$ cat src/design/tea_pkg.sv
// Types, constants and register indexes of the TEA cipher block.
package tea_pkg;

  localparam int unsigned ROUNDS    = 32;
  localparam int unsigned NUM_CELLS = 2 * ROUNDS;

  localparam logic [31:0] DELTA = 32'h9E37_79B9;
  localparam logic [63:0] DEC_SUM_FULL = 64'(DELTA) * 64'(ROUNDS);
  localparam logic [31:0] DEC_SUM0 = DEC_SUM_FULL[31:0];

  localparam logic [31:0] KEY0_RESET = 32'h3B39_8E26;
  localparam logic [31:0] KEY1_RESET = 32'h40C2_9501;
  localparam logic [31:0] KEY2_RESET = 32'h614D_7630;
  localparam logic [31:0] KEY3_RESET = 32'h7F59_409A;

  localparam int unsigned ADDR_W = 4;

  localparam logic [1:0] KEY0_IDX = 2'd0;
  localparam logic [1:0] KEY1_IDX = 2'd1;
  localparam logic [1:0] KEY2_IDX = 2'd2;
  localparam logic [1:0] KEY3_IDX = 2'd3;

  localparam logic OP_ENCRYPT = 1'b0;
  localparam logic OP_DECRYPT = 1'b1;

  typedef struct packed {
    logic [31:0] w0;
    logic [31:0] w1;
    logic [31:0] w2;
    logic [31:0] w3;
  } key_t;

  typedef struct packed {
    logic        op;
    logic [31:0] l;
    logic [31:0] r;
    logic [31:0] sum;
  } stage_t;

endpackage

$ cat src/design/tea_cell.sv
// One half round of TEA, registered, as a link in the round chain.
module tea_cell
  import tea_pkg::*;
(
  input  logic   clk_i,
  input  logic   rst_ni,
  input  logic   en_i,
  input  logic   phase_i,
  input  key_t   key_i,
  input  logic   valid_i,
  input  stage_t data_i,
  output logic   valid_o,
  output stage_t data_o
);

  logic        valid_q;
  stage_t      data_q;
  stage_t      data_d;
  logic        sel_left;
  logic [31:0] x;
  logic [31:0] ka;
  logic [31:0] kb;
  logic [31:0] mix;
  logic [31:0] target;
  logic [31:0] updated;

  // Encryption updates left then right; decryption runs the halves the other
  // way round, so one select covers both source word and key pair.
  always_comb begin
    sel_left = data_i.op ^ phase_i;
    x        = sel_left ? data_i.l : data_i.r;
    target   = sel_left ? data_i.r : data_i.l;
    ka       = sel_left ? key_i.w2 : key_i.w0;
    kb       = sel_left ? key_i.w3 : key_i.w1;
    mix      = ((x << 4) + ka) ^ (x + data_i.sum) ^ ((x >> 5) + kb);
    updated  = (data_i.op == OP_DECRYPT) ? (target - mix) : (target + mix);

    data_d = data_i;
    if (sel_left) begin
      data_d.r = updated;
    end else begin
      data_d.l = updated;
    end
    if (phase_i) begin
      data_d.sum = (data_i.op == OP_DECRYPT) ? (data_i.sum - DELTA)
                                             : (data_i.sum + DELTA);
    end
  end

  always_ff @(posedge clk_i or negedge rst_ni) begin
    if (!rst_ni) begin
      valid_q <= 1'b0;
    end else if (en_i) begin
      valid_q <= valid_i;
    end
  end

  always_ff @(posedge clk_i) begin
    if (en_i) begin
      data_q <= data_d;
    end
  end

  assign valid_o = valid_q;
  assign data_o  = data_q;

endmodule

$ cat config.mk
export PLATFORM = sky130hd
export DESIGN_NAME = tea_cell
export DESIGN_NICKNAME = d
export VERILOG_FILES = /design/src/design/tea_pkg.sv /design/src/design/tea_cell.sv
export SDC_FILE = /design/constraint.sdc
export NUM_CORES = 1
export LEC_CHECK = 0
export BUFFER_PORTS_ARGS = -buffer_cell sky130_fd_sc_hd__clkbuf_2
export CAP_MARGIN = 20
export CELL_PAD_IN_SITES_DETAIL_PLACEMENT = 1
export CELL_PAD_IN_SITES_GLOBAL_PLACEMENT = 2
export CORE_MARGIN = 1
export CORE_UTILIZATION = 32
export DETAILED_ROUTE_END_ITERATION = 12
export GPL_TIMING_DRIVEN = 0
export PLACE_DENSITY = 0.85
export SYNTH_ARGS = -nofsm -noshare
export SYNTH_HDL_FRONTEND = slang
export SYNTH_SLANG_ARGS = --single-unit
$ cat constraint.sdc
create_clock -name clk_i -period 1 [get_ports clk_i]
set_clock_uncertainty 0.2 [all_clocks]
set_input_delay 0.3 -clock clk_i [delete_from_list [all_inputs] [get_ports clk_i]]
set_output_delay 0.3 -clock clk_i [all_outputs]
set_load 0.03 [all_outputs]
# == Word level (Yosys, flattened, before mapping) ==
# Cells that the tools add are included.
# totals
wordCells,24
register_bits,98
in_bits,230
output_inout_bits,98
# op_classes
add_sub_neg,7
muxes,9
n_bitwise,3
# ops
op,count
two-way mux 32 bit,9
adder 32 bit,3
bitwise XOR 32 bit,2
adder 27 x 32 -> 32 bit,1
adder 32 bit (second input constant),1
subtractor 32 bit,1
subtractor 32 bit (second input constant),1
bitwise XOR 1 bit,1

# == Logic depth before layout (Yosys ltp) ==
# depth
word_depth,8
mapped_depth,33

# == Worst setup path after synthesis ==
# No wires, ideal clock.
# synth_timing
path_type,input to register
startpoint,input phase_i
endpoint,"register data_q, in the netlist data_o[95], data pin"
path_slack_ps,-6403
t_arrival_ps,6931
stages,32
path_buffers,5
t_required_ps,527
cell_sequence,buf_2 > xnor2_2 > clkbuf_1 > clkbuf_1 > clkbuf_1 > buf_1 > nand2_1 > nand2_1 > ha_1 > fa_1 > a211oi_1 > o21ai_0 > o21ai_0 > o21a_1 > o21ai_0 > xnor3_1 > and2_1 > and4b_1 > and2_1 > a21oi_1 > xor2_1 > ha_1 > nand4_1 > nor3_1 > nor3_1 > o41ai_1 > a21oi_1 > o21ai_0 > a31oi_1 > xor2_1 > xnor2_1 > o221ai_1
# synth_rtl
element,line,text
"start, declared",tea_cell.sv:8,"input logic phase_i,"
"end signal, assigned",tea_cell.sv:60,data_q <= data_d;
"end, declared",tea_cell.sv:17,stage_t data_q;

==> summary.txt <==
Pwr
  – Final total power: 71.96 mW
  – Logic gate share of total power: 83.6%
  – Flop pwr share: 10.5%
  – Switch share: 49.30%
  – Int Pwr: 36.49 mW
  – Clock power frac: 5.9%
  – Pleak: 9.591 nW
  – NetSw: 35.48 mW
  – Max VDD drop: 0.001792 V
  – Power Density: 3512 mW/mm^2

Placement
  – Final Wtd Congestion: 0.9037
  – Hpwl dp: 48900 microns
  – Dpl ws: -8.269 ns
  – I/O Buffers: 326
  – Post-DP Area: 0.01652 sq mm

GRT
  – GRT Total Usage: 27.81%
  – Gr ovfl total: 0
  – Largest net degree at the start of global routing: 65
  – Antenna violations before repair: 2
  – Vias in the first global route: 15530
  – First-pass GRT wire length: 91410 microns

Worst setup path
  – Startpoint types: input pin
  – RR Endpoint: valid_o$_DFFE_PN0P_
  – Critical R2R Launch: valid_o$_DFFE_PN0P_
  – R2R setup slack: 0.04 ns
  – Slowest stage cell on the critical path: xnor3_1
  – Worst-path maximum fanout: 5
  – Critical path buffers and inverters: 5
  – Cell family with most CP delay: compound AO/OA/AOI/OAI gates
  – Critical path data required time: 0.95 ns
  – Worst Setup End Kind: register
  – Delay of the slowest critical-path stage: 0.48 ns
  – Critical setup path kind: input pin to register
  – Reg2Reg Depth: 1
  – Crit path arrival time: 6.56 ns

Route
  – Routed WL per cell: 23.34 microns
  – Pre-antenna DRT Iters: 5
  – Post-DRT Antenna Nets: 0
  – Vias: 15210
  – 1st-iter DRT viols: 790
  – Via density: 5.517
  – Total length of routed wires: 64340 microns
  – DRC errors left: 0

Clock tree
  – Worst-Skew Late Latency: 0.39 ns
  – H-tree Lvls: 3
  – Clock Sinks: 98
  – CTS tree: yes
  – Hold_buf cts: 1
  – Root Buffer: clkbuf_16
  – CTS clk-pin slew, worst paths: 0.08 ns
  – CTS buffer count: 9
  – Clock Path Buffers: 2

Floorplan
  – Starting Density: 32.53%
  – Core box area: 0.04204 sq mm
  – Die height: 208.7 microns
  – Num rows: 75
  – Die ar.: 0.04357 sq mm
  – I/O pin count: 328
  – Die X: 208.7 microns

STA
  – Relative slew slack: 41.72%
  – Unrepaired setup endpoints after global routing: true
  – Max Fclk: 0.1512 GHz
  – Slew of the pin with the lowest slew margin: 0.8741 ns
  – Final period util: 661.6%
  – Setup violations, final: 290
  – Final setup margin: -5.616 ns
  – Worst hold margin: -0.06171 ns
  – Final slew viol count: 0
  – Final Hold Fails: 1
  – Post-layout minimum cycle time: 6.616 ns

Final layout
  – Filler cell count: 4960
  – Core Util, Final: 48.74%
  – Area growth syn-to-layout: 49.82%
  – # diodes: 0
  – Post-route cell area: 0.02049 sq mm
  – Layout cell share with drive strength beyond 1: 39.83%
  – Final nets: 2601

Synth
  – Mapped Avg Cell Area: 7.900 sq um
  – Top area cells in the synthesized netlist: edfxtp_1 21%, ha_1 14%, nand2_1 12%, xnor2_1 11%, o21ai_0 4.3%
  – Seq/Total Area, Yosys: 21.48%
  – Syn. warnings: 0
  – Ys async rst share: 1.020%
  – Top FF cell, synth: edfxtp_1
  – Synth top area share: 21.30%
  – Post-synth EDFFs: 97
  – Library cells used by synthesis: 72
  – Syn Nets: 2120
  – Post-Synthesis Cells: 1731
  – Cell taking the most area after synthesis: edfxtp_1
  – #FFs+latches synth: 98
  – Cell Area, Synth: 0.01368 sq mm

Run status
  – Failing checks: negative hold slack, negative setup slack
  – Outcome: finished, violations left

Min path
  – Worst Hold End: valid_o$_DFFE_PN0P_
  – Worst hold path depth: 2
  – Hold Path Class: input pin to register
  – Min-delay src: valid_i

Run
  – Max-Cap Viols: 0
==> flip-flops by register name, summed over array words and instances (netlist names) <==
signal   count
data_o      97
valid_o      1
==> layout by cell type, fill, tap and decap left out, types with 38 or more instances in the layout <==
| cell | synthesis | layout |
|---|---|---|
| a21o_1 | 75 | 74 |
| a21oi_1 | 109 | 66 |
| buf_4 | 0 | 114 |
| clkbuf_2 | 0 | 278 |
| edfxtp_1 | 97 | 97 |
| ha_1 | 154 | 113 |
| inv_1 | 40 | 38 |
| nand2_1 | 424 | 391 |
| nor2_1 | 74 | 62 |
| o21ai_1 | 3 | 55 |
| xnor2_1 | 165 | 112 |
| xnor2_2 | 2 | 45 |
| xor2_1 | 59 | 44 |
==> layout make-up <==
class                   count  area, sq um  share of cell area (%)
clock inverters             6        98.84                  0.4824
clock buffers              10        229.0                   1.118
inverters                  41        170.2                  0.8305
well taps                 539        674.4                   3.292
flip-flops and latches     98         2939                   14.35
repair inverters            1        11.26                 0.05496
plain buffers              48        484.2                   2.363
multi-input cells        1542        12630                   61.63
repair buffers            471         3254                   15.88
==> power by group through the flow <==
stage | logic, mW | registers [mW] | clock network (mW)
2_1_floorplan | 26.6 | 10.7 | 0
3_3_place_gp | 38.7 | 7.55 | 0
3_5_place_dp | 39.6 | 7.61 | 0
4_1_cts | 49.2 | 7.57 | 4.30
5_1_grt | 63.6 | 7.72 | 4.42
6_report | 60.2 | 7.58 | 4.22
==> cells by family after synthesis <==
logic type,Yosys count,synth area share [%]
xor gates and xnor gates,235,16.03
buffers and inverters,91,2.507
DFF,98,21.48
muxes,40,3.147
adders and majority gates,159,14.82
AOI/OAI and AO/OA,463,21.59
and+or+nand+nor,645,20.42
==> Yosys cell counts, drive strengths merged, types with 10 or more instances <==
library cell    n
o21bai         19
a31oi          28
a211oi         17
nor2           74
o211ai         13
o21ai         121
ha            154
a21oi         109
nor2b          14
mux2           24
nand2b         11
edfxtp         97
and2           11
clkbuf         40
nor3           16
a21o           75
nand3          35
inv            41
nand2         424
mux2i          16
and3           18
xnor2         167
o21a           25
buf            10
xor2           60
==> worst max path at each step <==
| stage | from | to | slack (ns) | cells after the start |
|---|---|---|---|---|
| 6_report | data_i[96] | data_o[95]$_DFFE_PP_ | -5.62 | 33 |
| 5_1_grt | data_i[96] | data_o[95]$_DFFE_PP_ | -5.78 | 32 |
| 4_1_cts | data_i[96] | data_o[95]$_DFFE_PP_ | -5.64 | 33 |
| 3_5_place_dp | data_i[96] | data_o[63]$_DFFE_PP_ | -8.27 | 30 |
| 3_3_place_gp | data_i[96] | data_o[63]$_DFFE_PP_ | -8.16 | 30 |
| 2_1_floorplan | phase_i | data_o[63]$_DFFE_PP_ | -5.36 | 31 |
==> metrics by stage <==
stage / std cells / TNS (ns)
5_1_grt: 2756 / -445.45
2_1_floorplan: 1731 / -314.36
4_1_cts: 2697 / -406.08
3_5_place_dp: 2597 / -562.10
6_report: 2756 / -427.38
3_3_place_gp: 2596 / -671.27
==> metal layers <==
layer / global-route usage [%] / vias up / share of wire [%]
met2: 47.53 / 469 / 48
met4: 10.75 / 0 / 3.8
met1: 36.01 / 7491 / 44
met3: 2.720 / 109 / 4.3
met5: 0 / - / 0
li1: - / 7137 / -
==> what timing repair did <==
action	CTS	global route
pin swaps	104	143
setup endpoints to repair	259	293
gates cloned	3	0
gates resized for setup	309	287
endpoints found under the hold margin	2	1
setup buffers	80	73
Power figures use the tool's default switching activity.
