`src/design/tea_pkg.sv`:
```
// Types, constants and register indexes of the TEA cipher block.
package tea_pkg;

  localparam int unsigned ROUNDS    = 32;
  localparam int unsigned NUM_CELLS = 2 * ROUNDS;

  localparam logic [31:0] DELTA = 32'h9E37_79B9;
  localparam logic [63:0] DEC_SUM_FULL = 64'(DELTA) * 64'(ROUNDS);
  localparam logic [31:0] DEC_SUM0 = DEC_SUM_FULL[31:0];

  localparam logic [31:0] KEY0_RESET = 32'h3B39_8E26;
  localparam logic [31:0] KEY1_RESET = 32'h40C2_9501;
  localparam logic [31:0] KEY2_RESET = 32'h614D_7630;
  localparam logic [31:0] KEY3_RESET = 32'h7F59_409A;

  localparam int unsigned ADDR_W = 4;

  localparam logic [1:0] KEY0_IDX = 2'd0;
  localparam logic [1:0] KEY1_IDX = 2'd1;
  localparam logic [1:0] KEY2_IDX = 2'd2;
  localparam logic [1:0] KEY3_IDX = 2'd3;

  localparam logic OP_ENCRYPT = 1'b0;
  localparam logic OP_DECRYPT = 1'b1;

  typedef struct packed {
    logic [31:0] w0;
    logic [31:0] w1;
    logic [31:0] w2;
    logic [31:0] w3;
  } key_t;

  typedef struct packed {
    logic        op;
    logic [31:0] l;
    logic [31:0] r;
    logic [31:0] sum;
  } stage_t;

endpackage

```
`src/design/tea_cfg.sv`:
```
// APB register file holding the four 32-bit words of the 128-bit key.
module tea_cfg
  import tea_pkg::*;
(
  input  logic              clk_i,
  input  logic              rst_ni,
  input  logic              psel,
  input  logic              penable,
  input  logic              pwrite,
  input  logic [ADDR_W-1:0] paddr,
  input  logic [31:0]       pwdata,
  output logic [31:0]       prdata,
  output logic              pready,
  output key_t              key_o
);

  key_t       key_q;
  logic       wr_en;
  logic [1:0] idx;

  assign pready = 1'b1;
  assign wr_en  = psel && penable && pwrite && pready;
  assign idx    = paddr[ADDR_W-1:2];
  assign key_o  = key_q;

  always_ff @(posedge clk_i or negedge rst_ni) begin
    if (!rst_ni) begin
      key_q.w0 <= KEY0_RESET;
      key_q.w1 <= KEY1_RESET;
      key_q.w2 <= KEY2_RESET;
      key_q.w3 <= KEY3_RESET;
    end else if (wr_en) begin
      case (idx)
        KEY0_IDX: key_q.w0 <= pwdata;
        KEY1_IDX: key_q.w1 <= pwdata;
        KEY2_IDX: key_q.w2 <= pwdata;
        KEY3_IDX: key_q.w3 <= pwdata;
        default: ;
      endcase
    end
  end

  always_comb begin
    case (idx)
      KEY0_IDX: prdata = key_q.w0;
      KEY1_IDX: prdata = key_q.w1;
      KEY2_IDX: prdata = key_q.w2;
      KEY3_IDX: prdata = key_q.w3;
      default:  prdata = '0;
    endcase
  end

endmodule

```
`config.mk`:
```
export PLATFORM = sky130hd
export DESIGN_NAME = tea_cfg
export DESIGN_NICKNAME = d
export VERILOG_FILES = /design/src/design/tea_pkg.sv /design/src/design/tea_cfg.sv
export SDC_FILE = /design/constraint.sdc
export NUM_CORES = 1
export LEC_CHECK = 0
export ABC_AREA = 0
export BUFFER_PORTS_ARGS = -buffer_cell sky130_fd_sc_hd__buf_2
export CORE_ASPECT_RATIO = 0.9
export CORE_UTILIZATION = 50
export DETAILED_ROUTE_END_ITERATION = 16
export PLACE_DENSITY_LB_ADDON = 0.15
export SLEW_MARGIN = 15
export SYNTH_ARGS = -nofsm -noshare
export SYNTH_HDL_FRONTEND = slang
export SYNTH_SLANG_ARGS = --single-unit
```
`constraint.sdc`:
```
create_clock -name clk_i -period 3.3 [get_ports clk_i]
set_input_delay 0.99 -clock clk_i [delete_from_list [all_inputs] [get_ports clk_i]]
set_output_delay 0.99 -clock clk_i [all_outputs]
set_load 0.01 [all_outputs]
```
**Word level (Yosys, flattened, before mapping)**

Cells that the tools add are included.
Widths: inputs -> output; s select.

- Bits in registers: 128
- Input bits: 41
- Output and inout port bits: 161
- Word-level logic and storage cells: 15

- Equal/unequal tests: 3
- Multiplexer cells: 1
- Reductions and logical operators: 7

Operators by type and width:

| kind | number |
|---|---|
| $pmux 32 s4 | 1 |
| $reduce_and 2->1 | 4 |
| $eq 2x2->1 const B | 2 |
| $eq 2x1->1 const B | 1 |
| $logic_and 1x1->1 | 2 |
| $logic_not 2->1 | 1 |

**Logic depth before layout (Yosys ltp)**

Gate-level depths: netlist of the first run.

- Word-level depth: 3
- Mapped depth: 6
- Depth with buffers taken out: 3

**Worst setup path before layout of the first run**

OpenSTA, ideal clock, no wires.

- Path kind: input to output
- Start: input port paddr[2]
- End: output port prdata[0]
- Arrival: 1991 ps
- Data required time: 2310 ps
- Setup slack: 319 ps
- Stages on the path: 3
- Buffers on the path: 2
- Cell sequence: buf_4 > buf_2 > mux4_2

- Longest elaborated chain between the ends: 2
- Elaborated cells on any way between the ends: 5
- Classes of those cells: eq/ne (3); mux (1); reduce/logical (1)

RTL lines:

| what | RTL line | RTL |
|---|---|---|
| start: declaration | tea_cfg.sv:10 | `input logic [ADDR_W-1:0] paddr,` |
| $eq 2x2->1 (tied with other cells) | tea_cfg.sv:44 | `case (idx)` |
| $pmux 32 s4 (*) | tea_cfg.sv:44 |  |
| end: declaration | tea_cfg.sv:12 | `output logic [31:0] prdata,` |

Mark *: on every way between the ends. The rest lies on a longest branch, timed or not.

**Worst setup path in the final report of the first run**

- Start: input port paddr[2]
- End: output port prdata[23]

Same word-level chain as after synthesis.

==> results by group, run 1 <==
Die
  • Die H: around 100 um
  • # IOs: 202
  • Die width: 114.8 um
  • Row cnt: 36
  • Die area: ~12000 um2
  • Initial Utilization: a little over half
  • Core area: 10990 um2

Clock tree
  • Worst-case clock buffer depth: 2
  • Resized cells post-CTS: 0
  • H-tree Lvls: 4
  • CTS tree: yes
  • Clock latency at the later pin of the worst-skew pair: between 400 and 500 ps
  • Hold buffer count at CTS: 0
  • CTS Buf Count: 17
  • Post-CTS Setup Repair Bufs: 0
  • CTS sink cnt: approximately 130
  • CTS root buf: clkbuf_16
  • Clock-pin slew on the worst setup and hold paths: roughly 50 ps

Timing
  • Worst Skew: 0 ps
  • Smallest setup slack after layout: 263.3 ps
  • Relative slew slack: 36.56%
  • Max Clk Rate: 0.3293 GHz
  • Setup tns final: 0 ps
  • Worst Max-Slew Pin Slew: between 900 and 1000 ps
  • Final Setup Violations: 0
  • Hold Slack: between 500 and 600 ps
  • Final hold violations: 0
  • Fin crit share: between 90% and 100%
  • Unrepaired setup endpoints after global routing: no
  • Fin. max-slew vios: 0
  • Period minus WS final: 3037 ps

Min path
  • Worst Hold Class: flip-flop to flip-flop
  • Hold depth: 1
  • Min-Delay Endpoint: key_o[8]
  • HP Start: key_o[8]

Final layout
  • Ant. Diodes: 0
  • Max reg flops: between 100 and 150
  • Nets: between 500 and 600
  • P&R area growth vs syn: 30.19%
  • Finished Core Util: about 68%
  • Share of post-route cells with drive strength above 1: between 80% and 90%

Drt
  • Wire per inst: just under 20 um
  • Post-route DRC: 0
  • Detailed Route Iter0 Violations: roughly 150
  • Vias per cell: about 5.4
  • Drt pass-1 iters: 4
  • Total routed wirelength: about 13 mm
  • Via Count: around 3700
  • Post-route ant nets: 0

Logic synthesis
  • Post-synthesis average cell area: between 15 and 20 um2
  • Multiplexer share of the synthesized area: 39.71%
  • Synth Warn #: 0
  • Yosys cell types: 18
  • Ys async rst share: 100.0%
  • Adder-cell share of the synthesized area: 0%
  • Synth Cell Area: roughly 5700 um2
  • Synthesized instance count: 319
  • Top-count cell post-synth: mux2_2
  • Area leader, netlist: dfrtp_1
  • Sequential area share after synthesis: 57.12%
  • Post-Synth Simple-Gate Area: less than 1%
  • Main combinational cell family by area after synthesis: multiplexers
  • Mapped Nets: 360
  • Yosys reg bits: about 130
  • Top cells by count, synth: 90 x mux2_2, 73 x dfrtp_1, 55 x dfstp_2
  • Top-area cell type share of the netlist area: between 30% and 40%
  • Synth Flop Type: dfrtp_1
  • Xor/xnor share of the synthesized area: 0%
  • Synth Area in Compound Gates: 0%
  • Area contributors post-synth: dfrtp_1 32%, dfstp_2 25%, mux2_2 18%
  • Post-synth EDFFs: 0

Placed design
  • Dpl ws: roughly 240 ps
  • Port Buffers: just under 200
  • Routability cong.: roughly 0.73
  • Detailed Place HPWL: about 9 mm

Global routing
  • Vias in the first global route: ~4000
  • First-pass GRT wire length: around 22 mm
  • Overflow after GRT: 0
  • Initial antenna violation count: 0
  • Global Route Usage Sum: around a quarter
  • Largest net degree at the start of global routing: between 50 and 60

Setup path
  • Worst R2R End: key_o[2]
  • Slowest stage delay, CP: between 500 and 600 ps
  • Crit-path cells: buf_2 -> buf_4 -> mux4_2 -> buf_2
  • Maximum fanout along the worst path: 10
  • Kind of critical path: primary input to primary output
  • Crit path max-delay family: multiplexers
  • CP Buf/Inv Count: 3
  • Crit path launch type: primary input
  • Req. time, crit path: 2310 ps
  • Slowest CP cell: mux4_2
  • Worst Path Arrival: between 2000 and 2500 ps
  • RR Startpoint: key_o[2]
  • CP endpoint kind: primary output
  • Most used cell, CP: buf_2
  • R2R Setup Slk: ~2500 ps
  • Reg2Reg Depth: 1

Pwr
  • Max IR drop VDD: around 420 uV
  • Pwr/cell area: 734.4 nW/um2
  • Leak: between 3 and 4 nW
  • Total power: 5.476 mW

Job
  • Max cap viols: 0

Run status
  • Status: finished clean
power by group:
group / leakage (nW) / switching, mW / internal (mW)
combinational: 1.85 / 0.643 / 0.812
sequential: 1.47 / 0.286 / 2.06
clock: 0.274 / 0.627 / 1.05
total: 3.59 / 1.56 / 3.92
placed cells by master (no fill, tap or decap), types with 5 or more instances in the layout:
cell / Yosys / final
buf_2: 13 / 197
mux2_2: 90 / 90
dfrtp_1: 73 / 73
dfstp_2: 55 / 55
mux4_2: 32 / 32
mux2_4: 30 / 30
clkbuf_16: 0 / 17
buf_4: 3 / 10
mux2_1: 8 / 8
clkinv_2: 0 / 6
clkbuf_8: 0 / 5
layer usage:
layer  up-vias  GRT usage [%]  part of all wire, %
met5         -              0                    0
met4         0          10.30                  1.8
met3        21          8.309                  6.8
met2       138          39.70                   50
met1      1967          30.45                   42
li1       1605              -                    -
layout make-up:
cell class	count	area (um2)
clock buffer	26	509.2
clock inverter	6	30.03
fill	829	3533
inverter	1	3.754
multi-input combinational	167	2331
sequential	128	3272
tap	152	190.2
timing repair buffer	210	1121
worst max-delay path by stage:
stage	startpoint	end	slack (ps)	cells past startpoint
2_1_floorplan	paddr[2]	prdata[0]	320	3
3_3_place_gp	paddr[2]	prdata[23]	250	4
3_5_place_dp	paddr[2]	prdata[19]	240	4
4_1_cts	paddr[2]	prdata[23]	240	4
5_1_grt	paddr[2]	prdata[23]	200	4
6_report	paddr[2]	prdata[23]	260	4
metrics by stage:
stage,cells,instance area (um2)
after floorplan,319,5728
after global placement,658,6918
after detailed placement,658,6918
after CTS,690,7457
after global routing,690,7457
final,690,7457
kinds of logic (layout without fill, tap and decap cells):
kind of cell / Yosys count / count (layout)
DFF: 128 / 128
and+or+nand+nor: 6 / 6
other: 1 / 1
buffers and inverters: 24 / 243
muxes: 160 / 160
Note: power is estimated with default switching activity, not from simulation.
==> run 2, diff against run 1 <==
CTS_BUF_LIST = sky130_fd_sc_hd__clkbuf_16   (was unset)
==> run 2 against run 1 <==
  * Clock-buffer cell count shrank 9
  * Critical endpoint is now prdata[13]
  * Via count shrank 0.43%
  * Clock power shrank 8%
  * Wire length shrank 0.25%
  * Register-to-register slack is essentially flat
  * Sequential power is essentially flat
  * Cell area shrank 0.67%
  * Largest power group unchanged
  * Final cell count is the same
  * First-iteration DRC count shrank 2.6%
  * Global-route usage shrank 0.096 points
  * Sequential cell count is the same
==> results by group, run 2 (synthesis gave the netlist of run 1 again) <==
Run status
  • Status: finished clean

Timing
  • Max Clk Rate: roughly 0.33 GHz
  • Final Setup Violations: 0
  • Final hold violations: 0
  • Fin crit share: approximately 92%
  • Relative slew slack: a little under two fifths
  • Fin. max-slew vios: 0
  • Worst Skew: 0 ps
  • Worst Max-Slew Pin Slew: about 950 ps
  • Setup tns final: 0 ps
  • Unrepaired setup endpoints after global routing: no
  • Period minus WS final: 3037 ps

Pwr
  • Int Power: between 3 and 4 mW
  • Combinational power share: ~27%
  • Max IR drop VDD: 416.8 uV
  • Sequential power share: a little over two fifths
  • Pwr/cell area: slightly above 700 nW/um2
  • Clock power frac: between 20 and 30%
  • Sw Pwr: 1.554 mW
  • Leak: ~3.6 nW
  • Total power: approximately 5.3 mW
  • Switch share: between 20 and 30%

Placed design
  • Cell count after placement: 658
  • Detailed Place HPWL: about 9.1 mm
  • Port Buffers: between 150 and 200
  • Routability cong.: ~0.73

Setup path
  • Slowest stage delay, CP: around 520 ps
  • Most used cell, CP: buf_2
  • Maximum fanout along the worst path: 10
  • Slowest CP cell: mux4_2
  • RR Startpoint: key_o[2]
  • Worst R2R End: key_o[2]
  • CP endpoint kind: primary output
  • Crit-path cells: buf_2 -> buf_4 -> mux4_2 -> buf_2
  • Kind of critical path: primary input to primary output
  • R2R Setup Slk: roughly 2500 ps
  • Worst Path Arrival: 2050 ps
  • Crit path max-delay family: buffers and inverters
  • Reg2Reg Depth: 1
  • CP Buf/Inv Count: 3
  • Crit path launch type: primary input
  • Req. time, crit path: about 2300 ps

Die
  • # IOs: approximately 200
  • Row cnt: 36
  • Die area: 11890 um2
  • Core area: around 11000 um2
  • Die H: slightly above 100 um
  • Die width: about 110 um
  • Initial Utilization: between 50 and 60%

Min path
  • HP Start: key_o[8]
  • Worst Hold Class: flip-flop to flip-flop
  • Hold depth: 1
  • Min-Delay Endpoint: key_o[8]

Final layout
  • Nets: ~570
  • Max reg flops: 128
  • Share of post-route cells with drive strength above 1: just over 80%
  • Most common cell after layout, fill and taps aside: buf_2
  • Post-Layout Cell Count: 690
  • P&R area growth vs syn: 29.31%
  • Commonest cells after routing, fill and taps aside: 197 x buf_2, 90 x mux2_2, 73 x dfrtp_1
  • Ant. Diodes: 0

Clock tree
  • Clock-pin slew on the worst setup and hold paths: ~50 ps
  • CTS Buf Count: 17
  • CTS tree: yes
  • Resized cells post-CTS: 0
  • Worst-case clock buffer depth: 2
  • H-tree Lvls: 4
  • CTS root buf: clkbuf_16
  • Hold buffer count at CTS: 0
  • Clock latency at the later pin of the worst-skew pair: just over 400 ps
  • Post-CTS Setup Repair Bufs: 0
  • CTS sink cnt: 128

Drt
  • Wire per inst: between 15 and 20 um
  • Detailed Route Iter0 Violations: ~150
  • Total routed wirelength: ~13 mm
  • Drt pass-1 iters: 4
  • Via Count: approximately 3700
  • Vias per cell: 5.384
  • Post-route ant nets: 0
  • Post-route DRC: 0

Global routing
  • Largest net degree at the start of global routing: 54
  • Initial antenna violation count: 0
  • Global Route Usage Sum: 24.59%
  • Overflow after GRT: 0
  • First-pass GRT wire length: approximately 22 mm
  • Vias in the first global route: 3922

Job
  • Max cap viols: 0
run 2: worst max-delay path by stage:
stage | startpoint | slack (ps) | endpoint | cells past startpoint
2_1_floorplan | paddr[2] | 320 | prdata[0] | 3
6_report | paddr[2] | 260 | prdata[13] | 4
5_1_grt | paddr[2] | 200 | prdata[23] | 4
3_3_place_gp | paddr[2] | 250 | prdata[23] | 4
3_5_place_dp | paddr[2] | 240 | prdata[19] | 4
4_1_cts | paddr[2] | 240 | prdata[23] | 4
run 2: per-stage QoR:
step	cell area, um2	utilization [%]	hold WS, ps	setup WS [ps]
CTS	7407	67.40	513.0	239.7
global route	7407	67.40	529.8	204.6
global placement	6918	62.94	495.1	253.5
detailed placement	6918	62.94	500.6	242.8
floorplan	5728	-	544.5	319.1
finish	7407	67.40	516.4	263.0
run 2: area by class of cell:
type                    instances  area (um2)
repair buffers                210        1121
fillers                       834        3583
inverters                       1       3.754
multi-input cells             167        2331
well taps                     152       190.2
clock buffers                  17       425.4
flip-flops and latches        128        3272
clock inverters                15       63.81
run 2: power by group through the flow:
stage          combinational [mW]  clock (mW)  sequential (mW)
6_report                     1.45        1.55             2.34
5_1_grt                      1.56        1.67             2.40
4_1_cts                      1.47        1.59             2.34
3_5_place_dp                 1.47           0             2.36
3_3_place_gp                 1.44           0             2.33
2_1_floorplan               0.652           0             2.49
run 2: routing by layer:
layer	vias up	global-route usage, %	routed length (um)
met4	0	10.11	264
met2	138	39.48	6620
li1	1607	-	-
met1	1950	30.52	5616
met5	-	0	0
met3	20	8.192	872
==> run 3, diff against run 2 <==
MAX_ROUTING_LAYER = met4   (was unset)
==> run 3 against run 2 <==
  * Critical endpoint is now prdata[23]
  * Cell area stayed put
  * Sequential power hardly changed
  * Total power hardly changed
  * Clock skew stayed put
  * Critical path type unchanged
  * Die area stayed put
  * Critical path depth stayed put
  * Non-clock buffer count stayed put
==> results by group, run 3 (synthesis gave the netlist of run 1 again) <==
Run status
  • Status: finished clean

Drt
  • Drt pass-1 iters: 4
  • Detailed Route Iter0 Violations: approximately 170
  • Via Count: roughly 3700
  • Wire per inst: 19.35 um
  • Post-route DRC: 0
  • Vias per cell: ~5.4
  • Total routed wirelength: between 10 and 15 mm
  • Post-route ant nets: 0

Pwr
  • Leak: 3.583 nW
  • Switch share: around 29%
  • Int Power: 3.791 mW
  • Sequential power share: approximately 44%
  • Combinational power share: between 20% and 30%
  • Clock power frac: between 20 and 30%
  • Pwr/cell area: roughly 720 nW/um2
  • Sw Pwr: roughly 1.6 mW
  • Max IR drop VDD: 418.0 uV

Setup path
  • Slowest CP cell: mux4_2
  • Crit path max-delay family: buffers and inverters
  • Slowest stage delay, CP: approximately 530 ps
  • Crit-path cells: buf_2 -> buf_4 -> mux4_2 -> buf_2
  • Most used cell, CP: buf_2
  • Maximum fanout along the worst path: 10
  • Worst Path Arrival: roughly 2000 ps
  • Crit path launch type: primary input
  • CP endpoint kind: primary output
  • CP Buf/Inv Count: 3
  • R2R Setup Slk: 2470 ps
  • Kind of critical path: primary input to primary output
  • Req. time, crit path: 2310 ps

Placed design
  • Routability cong.: around 0.74
  • Port Buffers: around 200
  • Detailed Place HPWL: 9.124 mm
  • Cell count after placement: around 660

Die
  • Die H: slightly above 100 um
  • Die area: 11890 um2
  • Row cnt: 36
  • Core area: roughly 11000 um2
  • Initial Utilization: 52.12%
  • Die width: about 110 um
  • # IOs: 202

Clock tree
  • CTS root buf: clkbuf_16
  • CTS Buf Count: 17
  • Resized cells post-CTS: 0
  • CTS sink cnt: about 130
  • Clock-pin slew on the worst setup and hold paths: approximately 50 ps
  • Worst-case clock buffer depth: 2
  • Hold buffer count at CTS: 0
  • Post-CTS Setup Repair Bufs: 0
  • Clock latency at the later pin of the worst-skew pair: a little over 400 ps
  • H-tree Lvls: 4
  • CTS tree: yes

Final layout
  • Max reg flops: around 130
  • Commonest cells after routing, fill and taps aside: 197 x buf_2, 90 x mux2_2, 73 x dfrtp_1
  • Share of post-route cells with drive strength above 1: roughly 83%
  • P&R area growth vs syn: 29.31%
  • Nets: around 570
  • Ant. Diodes: 0
  • Post-Layout Cell Count: between 600 and 700
  • Most common cell after layout, fill and taps aside: buf_2

Timing
  • Fin crit share: between 90 and 100%
  • Setup tns final: 0 ps
  • Fin. max-slew vios: 0
  • Relative slew slack: a little under two fifths
  • Final Setup Violations: 0
  • Period minus WS final: between 3000 and 4000 ps
  • Worst Max-Slew Pin Slew: between 900 and 1000 ps
  • Final hold violations: 0
  • Max Clk Rate: 0.3293 GHz
  • Hold Slack: between 500 and 600 ps
  • Worst Skew: 0 ps
  • Unrepaired setup endpoints after global routing: no

Global routing
  • Initial antenna violation count: 0
  • Largest net degree at the start of global routing: 54
  • Overflow after GRT: 0
  • Vias in the first global route: 3931
  • First-pass GRT wire length: around 22 mm
  • Global Route Usage Sum: approximately 25%

Min path
  • Worst Hold Class: flip-flop to flip-flop

Job
  • Max cap viols: 0
[run 3: layout make-up]
class | count | area (um2)
fill | 834 | 3583
sequential | 128 | 3272
multi-input combinational | 167 | 2331
timing repair buffer | 210 | 1121
clock buffer | 17 | 425.4
tap | 152 | 190.2
clock inverter | 15 | 63.81
inverter | 1 | 3.754
[run 3: path summary, 6_finish.rpt]
| check | start | end | depth (start not counted) |
|---|---|---|---|
| setup / recovery | paddr[2] | prdata[23] | 4 |
| hold / removal | key_o[8] | key_o[8] | 1 |
| setup reg to reg | key_o[2] | key_o[2] | 1 |
| hold reg to reg | key_o[8] | key_o[8] | 1 |
| max in group asynchronous | rst_ni | key_o[116] | 2 |
| min in group asynchronous | rst_ni | key_o[59] | 1 |
[run 3: power groups by stage]
stage / logic [mW] / clock network (mW) / registers [mW]
global route: 1.56 / 1.67 / 2.40
CTS: 1.47 / 1.59 / 2.34
finish: 1.45 / 1.55 / 2.34
global placement: 1.44 / 0 / 2.33
floorplan: 0.652 / 0 / 2.49
detailed placement: 1.47 / 0 / 2.36
[run 3: layer usage]
metal | up-vias | global-route usage (%) | part of all wire [%]
met4 | 0 | 9.555 | 1.7
met2 | 138 | 39.39 | 50
met5 | - | - | 0
met3 | 18 | 7.665 | 6.1
li1 | 1604 | - | -
met1 | 1932 | 31.20 | 43
[run 3: per-stage QoR]
stage / instance area, um2 / total power, mW / setup slack [ps] / utilization, %
after floorplan: 5728 / 3.138 / 319.1 / -
after global placement: 6918 / 3.769 / 253.5 / 62.94
after detailed placement: 6918 / 3.830 / 242.8 / 62.94
after CTS: 7407 / 5.404 / 239.7 / 67.40
after global routing: 7407 / 5.633 / 204.6 / 67.40
final: 7407 / 5.346 / 263.6 / 67.40
